**src/rtl/top_k_keyed_score_list_core_assert.svh**
```systemverilog
// ----------------------------------------------------------------------------
// Top-K keyed score list assertion macros
// Shared property forms for the score list checks.
// ----------------------------------------------------------------------------
`ifndef TOP_K_KEYED_SCORE_LIST_CORE_ASSERT_SVH
`define TOP_K_KEYED_SCORE_LIST_CORE_ASSERT_SVH

// same-cycle implication
`define TKL_CHECK_NOW(lbl, ante, cons, msg) \
lbl: assert property (@(posedge i_clk) disable iff (!i_rst_n) (ante) |-> (cons)) else $error(msg);

// next-cycle implication
`define TKL_CHECK_NEXT(lbl, ante, cons, msg) \
lbl: assert property (@(posedge i_clk) disable iff (!i_rst_n) (ante) |=> (cons)) else $error(msg);

`endif

```
**src/rtl/tkl_pkg.sv**
```systemverilog
// ----------------------------------------------------------------------------
// Top-K keyed score list package
// Field widths, codes, cell control types and defaults.
// ----------------------------------------------------------------------------
package tkl_pkg;

    localparam int SCORE_W         = 32;
    localparam int IN_KEY_W        = 16;
    localparam int CAP_W           = 5;
    localparam int RANK_W          = 4;
    localparam int OUT_CNT_W       = 5;
    localparam int IN_TDATA_W      = 48;
    localparam int OUT_TDATA_W     = 32;
    localparam int MAX_ENTRIES_DEF = 16;
    localparam int KEY_BITS_DEF    = 16;
    localparam int CAP_RESET       = 16;

    typedef enum logic [1:0] {
        STAT_INSERTED = 2'd0,
        STAT_REJ_OWN  = 2'd1,
        STAT_REJ_LOW  = 2'd2
    } t_status;

    typedef enum logic {
        S_IDLE,
        S_CMP
    } t_state;

    typedef struct packed {
        logic load_new;
        logic take_prev;
    } t_cell_ctl;

    typedef struct packed {
        logic ge;
        logic match;
    } t_cell_flg;

endpackage

```
**src/rtl/tkl_cell.sv**
```systemverilog
// ----------------------------------------------------------------------------
// Top-K keyed score list cell
// One list slot: holds a key and score, compares against a submission and
// loads either the new entry or its upper neighbor's entry.
// ----------------------------------------------------------------------------
module tkl_cell #(
    parameter int KEY_W = 16
) (
    input  logic                          i_clk,
    input  logic                          i_rst_n,
    input  logic                          i_cmp_en,
    input  logic                          i_valid,
    input  logic [KEY_W-1:0]              i_cmp_key,
    input  logic signed [tkl_pkg::SCORE_W-1:0] i_cmp_score,
    input  tkl_pkg::t_cell_ctl            i_ctl,
    input  logic [KEY_W-1:0]              i_new_key,
    input  logic signed [tkl_pkg::SCORE_W-1:0] i_new_score,
    input  logic [KEY_W-1:0]              i_prev_key,
    input  logic signed [tkl_pkg::SCORE_W-1:0] i_prev_score,
    output logic [KEY_W-1:0]              o_key,
    output logic signed [tkl_pkg::SCORE_W-1:0] o_score,
    output tkl_pkg::t_cell_flg            o_flg
);
    import tkl_pkg::*;

    logic [KEY_W-1:0]          r_key;
    logic signed [SCORE_W-1:0] r_score;
    t_cell_flg                 r_flg;

    always_ff @(posedge i_clk) begin
        if (!i_rst_n) begin
            r_flg <= '0;
        end else if (i_cmp_en) begin
            r_flg.ge    <= i_valid && (r_score >= i_cmp_score);
            r_flg.match <= i_valid && (r_key == i_cmp_key);
        end
    end

    always_ff @(posedge i_clk) begin
        if (i_ctl.load_new) begin
            r_key   <= i_new_key;
            r_score <= i_new_score;
        end else if (i_ctl.take_prev) begin
            r_key   <= i_prev_key;
            r_score <= i_prev_score;
        end
    end

    assign o_key   = r_key;
    assign o_score = r_score;
    assign o_flg   = r_flg;

endmodule

```
**src/rtl/tkl_ctrl.sv**
```systemverilog
// ----------------------------------------------------------------------------
// Top-K keyed score list controller
// Takes submissions and capacity writes, decides from the cell flags and
// drives the shift/load of every cell and the result beat.
// ----------------------------------------------------------------------------
module tkl_ctrl #(
    parameter int MAX_ENTRIES = tkl_pkg::MAX_ENTRIES_DEF,
    parameter int KEY_BITS    = tkl_pkg::KEY_BITS_DEF
) (
    input  logic                              i_clk,
    input  logic                              i_rst_n,
    input  logic                              s_axis_tvalid,
    output logic                              s_axis_tready,
    input  logic [tkl_pkg::IN_TDATA_W-1:0]    s_axis_tdata,
    output logic                              m_axis_tvalid,
    input  logic                              m_axis_tready,
    output logic [tkl_pkg::OUT_TDATA_W-1:0]   m_axis_tdata,
    input  logic                              i_cfg_we,
    input  logic [tkl_pkg::CAP_W-1:0]         i_cfg_wdata,
    input  logic [KEY_BITS-1:0]               i_keys [MAX_ENTRIES],
    input  logic [MAX_ENTRIES-1:0]            i_ge,
    input  logic [MAX_ENTRIES-1:0]            i_match,
    output logic                              o_cmp_en,
    output logic [MAX_ENTRIES-1:0]            o_valid,
    output logic [KEY_BITS-1:0]               o_cmp_key,
    output logic signed [tkl_pkg::SCORE_W-1:0] o_cmp_score,
    output logic [KEY_BITS-1:0]               o_new_key,
    output logic signed [tkl_pkg::SCORE_W-1:0] o_new_score,
    output tkl_pkg::t_cell_ctl                o_ctl [MAX_ENTRIES]
);
    import tkl_pkg::*;

    localparam int CNT_W   = $clog2(MAX_ENTRIES + 1);
    localparam int IDX_W   = (MAX_ENTRIES > 1) ? $clog2(MAX_ENTRIES) : 1;
    localparam int CAP_RST = (CAP_RESET > MAX_ENTRIES) ? MAX_ENTRIES : CAP_RESET;

    t_state                    r_state;
    t_state                    n_state;
    logic [CNT_W-1:0]          r_count;
    logic [CNT_W-1:0]          r_cap;
    logic [KEY_BITS-1:0]       r_key;
    logic signed [SCORE_W-1:0] r_score;
    logic                      r_m_valid;
    logic [OUT_TDATA_W-1:0]    r_m_data;
    logic [OUT_TDATA_W-1:0]    n_m_data;
    logic [CNT_W-1:0]          n_count;

    logic                      go;
    logic [31:0]               in_key32;
    logic [31:0]               cfg_eff32;
    logic [CNT_W-1:0]          cfg_eff;

    logic                      rej1;
    logic                      rej2;
    logic                      dup;
    logic                      ev;
    logic                      ins;
    logic                      full;
    logic [CNT_W-1:0]          pos;
    logic [CNT_W-1:0]          cnt_m1;
    logic [IDX_W-1:0]          last_ix;
    logic [31:0]               evk32;
    logic [31:0]               rank32;
    logic [31:0]               cnt32;
    logic [MAX_ENTRIES-1:0]    prev_ge;
    logic [MAX_ENTRIES-1:0]    m_below;
    t_status                   status;

    // submission fields
    assign in_key32    = 32'(s_axis_tdata[IN_KEY_W-1:0]);
    assign o_cmp_key   = in_key32[KEY_BITS-1:0];
    assign o_cmp_score = s_axis_tdata[IN_KEY_W +: SCORE_W];
    assign o_new_key   = r_key;
    assign o_new_score = r_score;

    // effective capacity of a register write
    always_comb begin
        if (i_cfg_wdata == '0) begin
            cfg_eff32 = 32'd1;
        end else if (32'(i_cfg_wdata) > 32'(MAX_ENTRIES)) begin
            cfg_eff32 = 32'(MAX_ENTRIES);
        end else begin
            cfg_eff32 = 32'(i_cfg_wdata);
        end
        cfg_eff = cfg_eff32[CNT_W-1:0];
    end

    always_comb begin
        for (int j = 0; j < MAX_ENTRIES; j++) begin
            o_valid[j] = CNT_W'(j) < r_count;
        end
    end

    // next state
    always_comb begin
        n_state = r_state;
        case (r_state)
            S_IDLE: begin
                if (s_axis_tvalid) n_state = S_CMP;
            end
            S_CMP: begin
                if (go) n_state = S_IDLE;
            end
            default: n_state = S_IDLE;
        endcase
    end

    // handshake outputs
    always_comb begin
        s_axis_tready = 1'b0;
        go            = 1'b0;
        case (r_state)
            S_IDLE: s_axis_tready = 1'b1;
            S_CMP:  go = !r_m_valid || m_axis_tready;
            default: begin
                s_axis_tready = 1'b0;
                go            = 1'b0;
            end
        endcase
        o_cmp_en = s_axis_tvalid && s_axis_tready;
    end

    // decision from the cell flags
    always_comb begin
        rej1 = |(i_match & i_ge);
        dup  = |(i_match & ~i_ge);
        pos  = '0;
        for (int j = 0; j < MAX_ENTRIES; j++) begin
            pos = pos + CNT_W'(i_ge[j]);
        end
        full = (r_count == r_cap);
        rej2 = !rej1 && !dup && full && (pos == r_count);
        ev   = !rej1 && !dup && !rej2 && full;
        ins  = !rej1 && !rej2;

        if (ins) begin
            n_count = r_count + CNT_W'(1) - CNT_W'(dup) - CNT_W'(ev);
        end else begin
            n_count = r_count;
        end

        cnt_m1  = r_count - CNT_W'(1);
        last_ix = cnt_m1[IDX_W-1:0];
        evk32   = ev ? 32'(i_keys[last_ix]) : 32'd0;
        rank32  = ins ? 32'(pos) : 32'd0;
        cnt32   = 32'(n_count);

        if (rej1) begin
            status = STAT_REJ_OWN;
        end else if (rej2) begin
            status = STAT_REJ_LOW;
        end else begin
            status = STAT_INSERTED;
        end

        n_m_data = '0;
        n_m_data[1:0]   = status;
        n_m_data[5:2]   = rank32[RANK_W-1:0];
        n_m_data[6]     = dup;
        n_m_data[7]     = ev;
        n_m_data[23:8]  = evk32[IN_KEY_W-1:0];
        n_m_data[28:24] = cnt32[OUT_CNT_W-1:0];
    end

    // per-cell load/shift
    always_comb begin
        prev_ge[0] = 1'b1;
        for (int j = 1; j < MAX_ENTRIES; j++) begin
            prev_ge[j] = i_ge[j-1];
        end
        for (int j = 0; j < MAX_ENTRIES; j++) begin
            m_below[j] = |(i_match >> j);
        end
        for (int j = 0; j < MAX_ENTRIES; j++) begin
            o_ctl[j].load_new  = go && ins && prev_ge[j] && !i_ge[j];
            o_ctl[j].take_prev = go && ins && !prev_ge[j] && (!dup || m_below[j]);
        end
    end

    always_ff @(posedge i_clk) begin
        if (!i_rst_n) begin
            r_state   <= S_IDLE;
            r_count   <= '0;
            r_cap     <= CNT_W'(CAP_RST);
            r_m_valid <= 1'b0;
        end else begin
            r_state <= n_state;
            if (i_cfg_we) begin
                r_cap <= cfg_eff;
                if (r_count > cfg_eff) r_count <= cfg_eff;
            end else if (go) begin
                r_count <= n_count;
            end
            if (go) begin
                r_m_valid <= 1'b1;
            end else if (m_axis_tready) begin
                r_m_valid <= 1'b0;
            end
        end
    end

    always_ff @(posedge i_clk) begin
        if (o_cmp_en) begin
            r_key   <= o_cmp_key;
            r_score <= o_cmp_score;
        end
        if (go) begin
            r_m_data <= n_m_data;
        end
    end

    assign m_axis_tvalid = r_m_valid;
    assign m_axis_tdata  = r_m_data;

endmodule

```
**src/rtl/top_k_keyed_score_list_core.sv**
```systemverilog
// ----------------------------------------------------------------------------
// Top-K keyed score list core
// Holds the best (key, score) entries in descending score order, one entry
// per key, in a row of cells. In the accept cycle a submission is compared
// against every cell at once; in S_CMP the controller decides and shifts
// the row by at most one place while the result beat is registered. S_CMP
// waits while a previous result beat is still held on the output, and no
// new submission is accepted until the last one has left S_CMP.
// No clearing pass is needed after reset. It is up to the user that capacity
// writes are taken only while no submission is in flight; the core does not enforce this.
// ----------------------------------------------------------------------------
module top_k_keyed_score_list_core #(
    parameter int MAX_ENTRIES = tkl_pkg::MAX_ENTRIES_DEF,
    parameter int KEY_BITS    = tkl_pkg::KEY_BITS_DEF
) (
    input  logic                            i_clk,
    input  logic                            i_rst_n,
    input  logic                            s_axis_tvalid,
    output logic                            s_axis_tready,
    // player_key[15:0], score[47:16]
    input  logic [tkl_pkg::IN_TDATA_W-1:0]  s_axis_tdata,
    output logic                            m_axis_tvalid,
    input  logic                            m_axis_tready,
    // status[1:0], rank[5:2], removed_duplicate[6], evicted[7],
    // evicted_key[23:8], entry_count[28:24], zero[31:29]
    output logic [tkl_pkg::OUT_TDATA_W-1:0] m_axis_tdata,
    input  logic                            i_cfg_we,
    input  logic [tkl_pkg::CAP_W-1:0]       i_cfg_wdata
);
    import tkl_pkg::*;

    logic                      cmp_en;
    logic [MAX_ENTRIES-1:0]    valid_vec;
    logic [KEY_BITS-1:0]       cmp_key;
    logic signed [SCORE_W-1:0] cmp_score;
    logic [KEY_BITS-1:0]       new_key;
    logic signed [SCORE_W-1:0] new_score;
    t_cell_ctl                 ctl [MAX_ENTRIES];
    t_cell_flg                 flg [MAX_ENTRIES];
    logic [KEY_BITS-1:0]       keys [MAX_ENTRIES];
    logic signed [SCORE_W-1:0] scores [MAX_ENTRIES];
    logic [MAX_ENTRIES-1:0]    ge_vec;
    logic [MAX_ENTRIES-1:0]    match_vec;

    tkl_ctrl #(
        .MAX_ENTRIES (MAX_ENTRIES),
        .KEY_BITS    (KEY_BITS)
    ) u_ctrl (
        .i_clk         (i_clk),
        .i_rst_n       (i_rst_n),
        .s_axis_tvalid (s_axis_tvalid),
        .s_axis_tready (s_axis_tready),
        .s_axis_tdata  (s_axis_tdata),
        .m_axis_tvalid (m_axis_tvalid),
        .m_axis_tready (m_axis_tready),
        .m_axis_tdata  (m_axis_tdata),
        .i_cfg_we      (i_cfg_we),
        .i_cfg_wdata   (i_cfg_wdata),
        .i_keys        (keys),
        .i_ge          (ge_vec),
        .i_match       (match_vec),
        .o_cmp_en      (cmp_en),
        .o_valid       (valid_vec),
        .o_cmp_key     (cmp_key),
        .o_cmp_score   (cmp_score),
        .o_new_key     (new_key),
        .o_new_score   (new_score),
        .o_ctl         (ctl)
    );

    for (genvar g = 0; g < MAX_ENTRIES; g++) begin : g_cell
        logic [KEY_BITS-1:0]       prev_key;
        logic signed [SCORE_W-1:0] prev_score;

        if (g == 0) begin : g_head
            assign prev_key   = new_key;
            assign prev_score = new_score;
        end else begin : g_body
            assign prev_key   = keys[g-1];
            assign prev_score = scores[g-1];
        end

        tkl_cell #(
            .KEY_W (KEY_BITS)
        ) u_cell (
            .i_clk        (i_clk),
            .i_rst_n      (i_rst_n),
            .i_cmp_en     (cmp_en),
            .i_valid      (valid_vec[g]),
            .i_cmp_key    (cmp_key),
            .i_cmp_score  (cmp_score),
            .i_ctl        (ctl[g]),
            .i_new_key    (new_key),
            .i_new_score  (new_score),
            .i_prev_key   (prev_key),
            .i_prev_score (prev_score),
            .o_key        (keys[g]),
            .o_score      (scores[g]),
            .o_flg        (flg[g])
        );

        assign ge_vec[g]    = flg[g].ge;
        assign match_vec[g] = flg[g].match;
    end

`include "top_k_keyed_score_list_core_assert.svh"

    `TKL_CHECK_NOW(a_key_unique, 1'b1, $onehot0(match_vec), "key held in more than one cell")
    `TKL_CHECK_NOW(a_ge_prefix, 1'b1, ((ge_vec & (ge_vec + 1'b1)) == '0), "score order broken")
    `TKL_CHECK_NEXT(a_one_in_flight, s_axis_tvalid && s_axis_tready, !s_axis_tready, "second beat taken")

endmodule

```
**config.mk**
```make
export PLATFORM = sky130hd
export DESIGN_NAME = top_k_keyed_score_list_core
export DESIGN_NICKNAME = d
export VERILOG_FILES = /design/src/rtl/tkl_pkg.sv /design/src/rtl/tkl_cell.sv /design/src/rtl/tkl_ctrl.sv /design/src/rtl/top_k_keyed_score_list_core.sv
export VERILOG_INCLUDE_DIRS = /design/src /design/src/rtl
export SDC_FILE = /design/constraint.sdc
export NUM_CORES = 2
export LEC_CHECK = 0
export BUFFER_PORTS_ARGS = -buffer_cell sky130_fd_sc_hd__buf_2
export CAP_MARGIN = 15
export CORE_UTILIZATION = 50
export CTS_CLUSTER_SIZE = 24
export DETAILED_ROUTE_END_ITERATION = 10
export MAX_ROUTING_LAYER = met4
export PLACE_DENSITY = 0.68
export SLEW_MARGIN = 0
export SYNTH_ARGS = -nofsm -noshare
export SYNTH_HDL_FRONTEND = slang
export SYNTH_SLANG_ARGS = --single-unit
```
**constraint.sdc**
```tcl
create_clock -name i_clk -period 10 [get_ports i_clk]
set_clock_uncertainty 0.1 [all_clocks]
set_input_delay 0 -clock i_clk [delete_from_list [all_inputs] [get_ports i_clk]]
set_output_delay 0 -clock i_clk [all_outputs]
set_load 0.02 [all_outputs]
```
Word level (Yosys, flattened, before mapping)
Cells that the tools add are included.

storage, ports and cells
  register bits after elaboration = 889
  bits in latches = 0
  RAM bits = 0
  memory bits (read-only) = 0
  input port bits = 58
  output and inout bits = 34
  logic and storage cells = 400
  memories kept = 0

cells by class
  add/subtract/negate cells = 19
  $mul = 0
  divide/modulo/power cells = 0
  magnitude comparators = 35
  eq/ne operators = 19
  shift operators = 0
  muxes and demuxes = 77
  bitwise operators = 5
  reductions and logical operators = 171

operators by type and width
  cell                                               count
  two-way mux 32 bit                                 30
  >= comparator 32 bit                               16
  two-way mux 16 bit                                 32
  equality test 16 bit                               16
  logical AND 1 bit                                  100
  adder 5 x 1 -> 5 bit                               14
  binary-select mux 16 bit (select 4 bit)            1
  < comparator 4 x 5 -> 1 bit, first input constant  8
  nonzero test 2 bit                                 17
  AND 16 bit                                         2
  OR reduction 16 bit                                2
  two-way mux 5 bit                                  6
  zero test 1 bit                                    20
  < comparator 3 x 5 -> 1 bit, first input constant  4
  logical OR 1 bit                                   16
  NOT 16 bit                                         1
  OR reduction 15 bit                                1
  OR reduction 14 bit                                1
  OR reduction 13 bit                                1
  OR reduction 12 bit                                1
  OR reduction 11 bit                                1
  equality test 5 bit                                2
  < comparator 1 x 5 -> 1 bit, first input constant  2
  < comparator 2 x 5 -> 1 bit, first input constant  2
  24 further kinds                                   30

Depth between registers and ports, before layout
  depth after elaboration = 24
  depth in mapped cells = 25
  gate-level depth less buffers = 24

By module
From an unflattened synthesis, not the netlist that was laid out.

unflattened totals
  cell total of the unflattened synthesis = 4593
  area total of the unflattened synthesis = 56750.7 sq um

modules (own cells, without submodules)
  module    instances  cells each  area each (sq um)  sequential area each (sq um)
  tkl_cell  16         251         3110.5             1481.4
  tkl_ctrl  1          577         6982.9             2552.4

Worst setup path before layout
OpenSTA, ideal clock, no wires.

  kind = reg2reg
  start = register g_cell[1].u_cell.r_flg (netlist bit g_cell[1].u_cell.o_flg[1])
  end = register g_cell[15].u_cell.r_key[0], enable pin
  library setup time = 0.526 ns
  arrival = 8.482 ns
  required time = 9.374 ns
  slack = 0.892 ns
  stages on the path, launching flop included = 19
  path buffers = 1
  period minus slack after synthesis = 9.108 ns
  cells stage by stage = dfxtp_1 -> ha_1 -> inv_1 -> fa_1 -> inv_1 -> fa_1 -> fa_1 -> inv_1 -> fa_1 -> fa_1 -> fa_1 -> nor2b_1 -> nor3_1 -> o2111ai_1 -> a2111oi_4 -> a21oi_1 -> clkbuf_1 -> nand2_1 -> a211oi_1

between the ends
  word-level cells in the longest chain between the ends = 23
  elaborated cells on any way between the ends = 35
  classes of those cells = add/sub (15); eq/ne (1); bitwise (3); reduce/logical (16)

ends and longest elaborated chain
  item                                               line                              text
  start: declaration                                 tkl_cell.sv:28                    t_cell_flg r_flg;
  adder 1 x 1 -> 2 bit                               tkl_ctrl.sv:129                   pos = pos + CNT_W'(i_ge[j]);
  adder 5 x 1 -> 5 bit (14 in a row)                 tkl_ctrl.sv:129
  equality test 5 bit                                tkl_ctrl.sv:132                   rej2 = !rej1 && !dup && full && (pos == r_count);
  logical AND 1 bit                                  tkl_ctrl.sv:132
  zero test 1 bit                                    tkl_ctrl.sv:134                   ins = !rej1 && !rej2;
  logical AND 1 bit                                  tkl_ctrl.sv:134
  logical AND 1 bit                                  tkl_ctrl.sv:175, tkl_ctrl.sv:176
  logical AND 1 bit (on tied branches) (2 in a row)  tkl_ctrl.sv:176, tkl_ctrl.sv:175
  nonzero test 2 bit (no line) (*)                   n/a
  end signal: assignment                             tkl_cell.sv:41                    r_key <= i_new_key;
  end signal: assignment                             tkl_cell.sv:44                    r_key <= i_prev_key;
  end: declaration                                   tkl_cell.sv:26                    logic [KEY_W-1:0] r_key;

Mark *: on every way between the ends. The rest lies on a longest branch, timed or not.
A chain may end at the register's enable or synchronous reset.

Worst setup path in the final report
  start = register g_cell[0].u_cell.r_flg (netlist bit g_cell[0].u_cell.o_flg[1])
  end = register g_cell[12].u_cell.r_score[9], enable pin

between the ends
  word-level cells in the longest chain between the ends = 23
  elaborated cells on any way between the ends = 35
  classes of those cells = add/sub (15); eq/ne (1); bitwise (3); reduce/logical (16)

ends and longest elaborated chain
  item                                               line                              text
  start: declaration                                 tkl_cell.sv:28
  adder 1 x 1 -> 2 bit                               tkl_ctrl.sv:129
  adder 5 x 1 -> 5 bit (14 in a row)                 tkl_ctrl.sv:129
  equality test 5 bit                                tkl_ctrl.sv:132
  logical AND 1 bit                                  tkl_ctrl.sv:132
  zero test 1 bit                                    tkl_ctrl.sv:134
  logical AND 1 bit                                  tkl_ctrl.sv:134
  logical AND 1 bit                                  tkl_ctrl.sv:175, tkl_ctrl.sv:176
  logical AND 1 bit (on tied branches) (2 in a row)  tkl_ctrl.sv:176, tkl_ctrl.sv:175
  nonzero test 2 bit (no line) (*)                   n/a
  end signal: assignment                             tkl_cell.sv:42                    r_score <= i_new_score;
  end signal: assignment                             tkl_cell.sv:45                    r_score <= i_prev_score;
  end: declaration                                   tkl_cell.sv:27                    logic signed [SCORE_W-1:0] r_score;

Marks and branches as above.

==> PnR_summary.wiki <==
{| class="wikitable"
! Metric !! Value
|-
| Number of iterations in the first detailed-routing pass || 5
|-
| Routed wire per std cell || 29.9 um
|-
| Via count of the routed design || 36,000
|-
| Peak VDD IR || 0.225 mV
|-
| Max capacitance violation total || 0
|-
| Path type of the worst setup path || register to register
|-
| Number of warning messages in the yosys log || 0
|-
| Area Growth Syn to Fin || 11.8%
|-
| Post-detailed-routing wire length || 167 mm
|-
| Slowest cell on the critical path || sky130_fd_sc_hd__a211oi_4
|-
| Data arrival at the endpoint of the critical path || 8.12 ns
|-
| Cells taking the most area after synthesis || sky130_fd_sc_hd__edfxtp_1 47%, sky130_fd_sc_hd__ha_1 12%, sky130_fd_sc_hd__mux2_2 12%
|-
| TritonCTS clock tree || built
|-
| Vertical die dimension || 332 um
|-
| Resized Gates After CTS || 0
|-
| Flip-flop and latch count after synthesis || 889
|-
| Standard cell core area || 108,000 um^2
|-
| Syn Std Cell Area || 54,500 um^2
|-
| Most used flip-flop cell after synthesis || sky130_fd_sc_hd__edfxtp_1
|-
| Cell-by-cell listing of the critical path || ha_1 > inv_1 > fa_1 > inv_1 > fa_1 > fa_1 > inv_1 > fa_1 > fa_1 > fa_1 > nor2b_1 > nor3_1 > o2111ai_1 > a2111oi_4 > a21oi_1 > nand2_1 > a211oi_4 > buf_12
|-
| Total clock sinks || 889
|-
| Share of Yosys cell area claimed by the top area cell type || 46.6%
|-
| Fin nets || 4,717
|-
| Die Area || 110,000 um^2
|-
| Biggest area consumer among synthesized cells || sky130_fd_sc_hd__edfxtp_1
|-
| Outcome || finished, final reports clean
|-
| Root Buffer || sky130_fd_sc_hd__clkbuf_16
|-
| Number of different library cells in the post-synthesis netlist || 78
|-
| Number of cells on the worst reg-to-reg path || 18
|-
| Number of flops mapped to enable cells by yosys || 845
|-
| Crit. Startpoint || g_cell[0].u_cell.o_flg[1]
|-
| Ports placed on the boundary || 92
|-
| Most frequent cells in the layout || 845 x sky130_fd_sc_hd__edfxtp_1, 561 x sky130_fd_sc_hd__mux2_2, 529 x sky130_fd_sc_hd__ha_1, 178 x sky130_fd_sc_hd__a21o_1, 165 x sky130_fd_sc_hd__a21oi_1
|-
| Gate count of the mapped netlist || 3,968
|-
| Die Width || 332 um
|-
| Total power consumption of the routed design || 11.0 mW
|-
| Max Slew Vio Count || 0
|-
| Number of I/O port buffers || 88
|-
| Worst slew pin tran || 1.26 ns
|-
| Worst hold path depth || 4
|-
| Number of setup buffers added after CTS || 0
|-
| Worst skew pair latency || 0.69 ns
|-
| Final weighted congestion in routability-driven placement || 0.972
|-
| Clock H-tree levels || 3
|-
| Wire length of the first global-routing pass || 243 mm
|-
| Total negative slack || 0 ns
|-
| Via count of the first global-routing pass || 35,500
|-
| Overflow left after global routing || 0
|-
| Final-report setup violation count || 0
|-
| Aggregate global-route resource usage || 30.9%
|-
| Power density over the cells || 180 nW/um^2
|-
| Starting density of the core || 50.7%
|-
| Initial antenna violation count || 6
|-
| Most prevalent standard cell on the critical path || sky130_fd_sc_hd__fa_1
|-
| LEAKAGE || 23.1 nW
|-
| Critical Path End Type || register
|-
| Most common cell after layout, fill and taps aside || sky130_fd_sc_hd__edfxtp_1
|-
| Startpoint class of the critical path || register
|-
| Largest net degree at the start of global routing || 49
|-
| Detailed placement HPWL || 117 mm
|-
| Sequential area share after synthesis || 48.2%
|-
| Class of the worst hold path || input pin to register
|-
| Setup repair after global routing missed its margin || no
|-
| Fin area || 60,900 um^2
|-
| Clock buffer depth || 3
|-
| Hold path start || m_axis_tready
|-
| Detail Route Antenna Nets || 0
|-
| Total placed instance area || 56,400 um^2
|-
| Clock slew at reported path FFs || 0.06 ns
|-
| Final Critical Period || 7.85 ns
|-
| Delay of the slowest cell on the worst path || 1.11 ns
|-
| DRC violations left || 0
|-
| Total number of placement rows || 120
|-
| Syn Area/Cell || 13.7 um^2
|-
| Fraction of layout instances using a drive strength above 1 || 27.4%
|-
| Max Clock Freq || 127 MHz
|-
| Normalized max-slew margin || 14.9%
|-
| Reg2Reg Launch Point || g_cell[0].u_cell.o_flg[1]
|-
| Number of DRC markers in iteration 0 || 3,595
|-
| Proportion of synthesized flip-flops having asynchronous set or reset || 0%
|-
| Number of buffers inserted during clock tree synthesis || 98
|-
| Worst Path Max Fanout || 32
|-
| Data required, critical path || 10.26 ns
|-
| Worst hold-check slack || 0.0919 ns
|-
| Post-DR vias/cell || 6.41
|-
| Crit share post-route || 78.5%
|-
| Number of endpoints with negative hold slack in the final report || 0
|}
power by group:
part	total [mW]	switching, mW	internal, mW
clock network	3.95	1.59	2.36
registers	4.84	0.307	4.53
logic	2.18	1.27	0.914
registers in the layout (all words and copies together) (netlist names), 5 cells and up:
signal and cells:
g_cell.u_cell.o_score 512, g_cell.u_cell.o_key 256, g_cell.u_cell.o_flg 32, u_ctrl.o_new_score 32, u_ctrl.m_axis_tdata 29, u_ctrl.o_new_key 16
u_ctrl.r_cap 5, u_ctrl.r_count 5
Yosys cell counts (47+ instances only):
cell / n
sky130_fd_sc_hd__a21o_1: 178
sky130_fd_sc_hd__a21oi_1: 166
sky130_fd_sc_hd__clkbuf_1: 109
sky130_fd_sc_hd__edfxtp_1: 845
sky130_fd_sc_hd__ha_1: 530
sky130_fd_sc_hd__inv_1: 95
sky130_fd_sc_hd__mux2_2: 561
sky130_fd_sc_hd__mux2_4: 160
sky130_fd_sc_hd__mux4_2: 64
sky130_fd_sc_hd__nand2_1: 84
sky130_fd_sc_hd__nand4_1: 149
sky130_fd_sc_hd__nor2_1: 64
sky130_fd_sc_hd__nor2b_1: 54
sky130_fd_sc_hd__nor3_1: 47
sky130_fd_sc_hd__nor4_1: 56
sky130_fd_sc_hd__o21ai_0: 68
sky130_fd_sc_hd__xnor2_1: 122
sky130_fd_sc_hd__xor2_1: 149
worst max-delay path, delay by kind of cell (launching register included):
family / cells / cell delay [ns]
buffers and inverters: 4 / 0.53
AOI/OAI and AO/OA: 4 / 2.44
DFF: 1 / 0.55
adders and majority gates: 7 / 2.98
and+or+nand+nor: 3 / 0.85
stage by stage:
step / cells / utilization [%] / worst slack, ns
finish: 5607 / 56.6 / 2.15
global route: 5605 / 56.6 / 1.81
CTS: 5601 / 56.6 / 2.05
detailed placement: 5322 / 52.5 / 2.11
global placement: 5321 / 52.5 / 1.92
floorplan: 3971 / - / 0.892
kinds of logic (layout without fill, tap and decap cells):
family | Yosys count | count (layout) | synth area share, %
flip-flops | 889 | 889 | 48.2
multiplexers | 807 | 807 | 19.1
AO/OA/AOI/OAI | 581 | 581 | 7.20
AND/OR/NAND/NOR | 577 | 577 | 6.03
adder cells (fa/ha/maj) | 541 | 541 | 12.6
buffers and inverters | 301 | 530 | 2.58
XOR/XNOR | 271 | 271 | 4.36
other | 1 | 8 | 0.00688
final cells by class:
type                       count  area, um^2
antenna                        4        10.0
clock buffer                 116        2620
clock inverter                66         822
fill                        8579       46600
inverter                      97         367
multi-input combinational   2781       27100
sequential                   889       26300
tap                         1403        1760
timing repair buffer         251        1950
worst paths after layout:
check | slack (ns) | end
worst min-delay path | 0.09 | u_ctrl.m_axis_tvalid
worst min register to register | 0.40 | g_cell[0].u_cell.o_flg[0]
worst max register to register | 2.15 | g_cell[12].u_cell.o_score[9]
worst max-delay path | 2.15 | g_cell[12].u_cell.o_score[9]
layer usage:
metal | vias up | GRT usage (%) | routed length [um]
met5 | - | - | 0
met4 | 0 | 9.94 | 5990
met3 | 307 | 7.74 | 16200
met1 | 18200 | 39.7 | 67800
met2 | 1634 | 48.0 | 77500
li1 | 15800 | - | -
what timing repair did:
action / in CTS / in global routing
endpoints found under the setup margin: 0 / 0
endpoints found under the hold margin: 73 / 0
hold buffers: 97 / 0
Power figures use the tool's default switching activity.
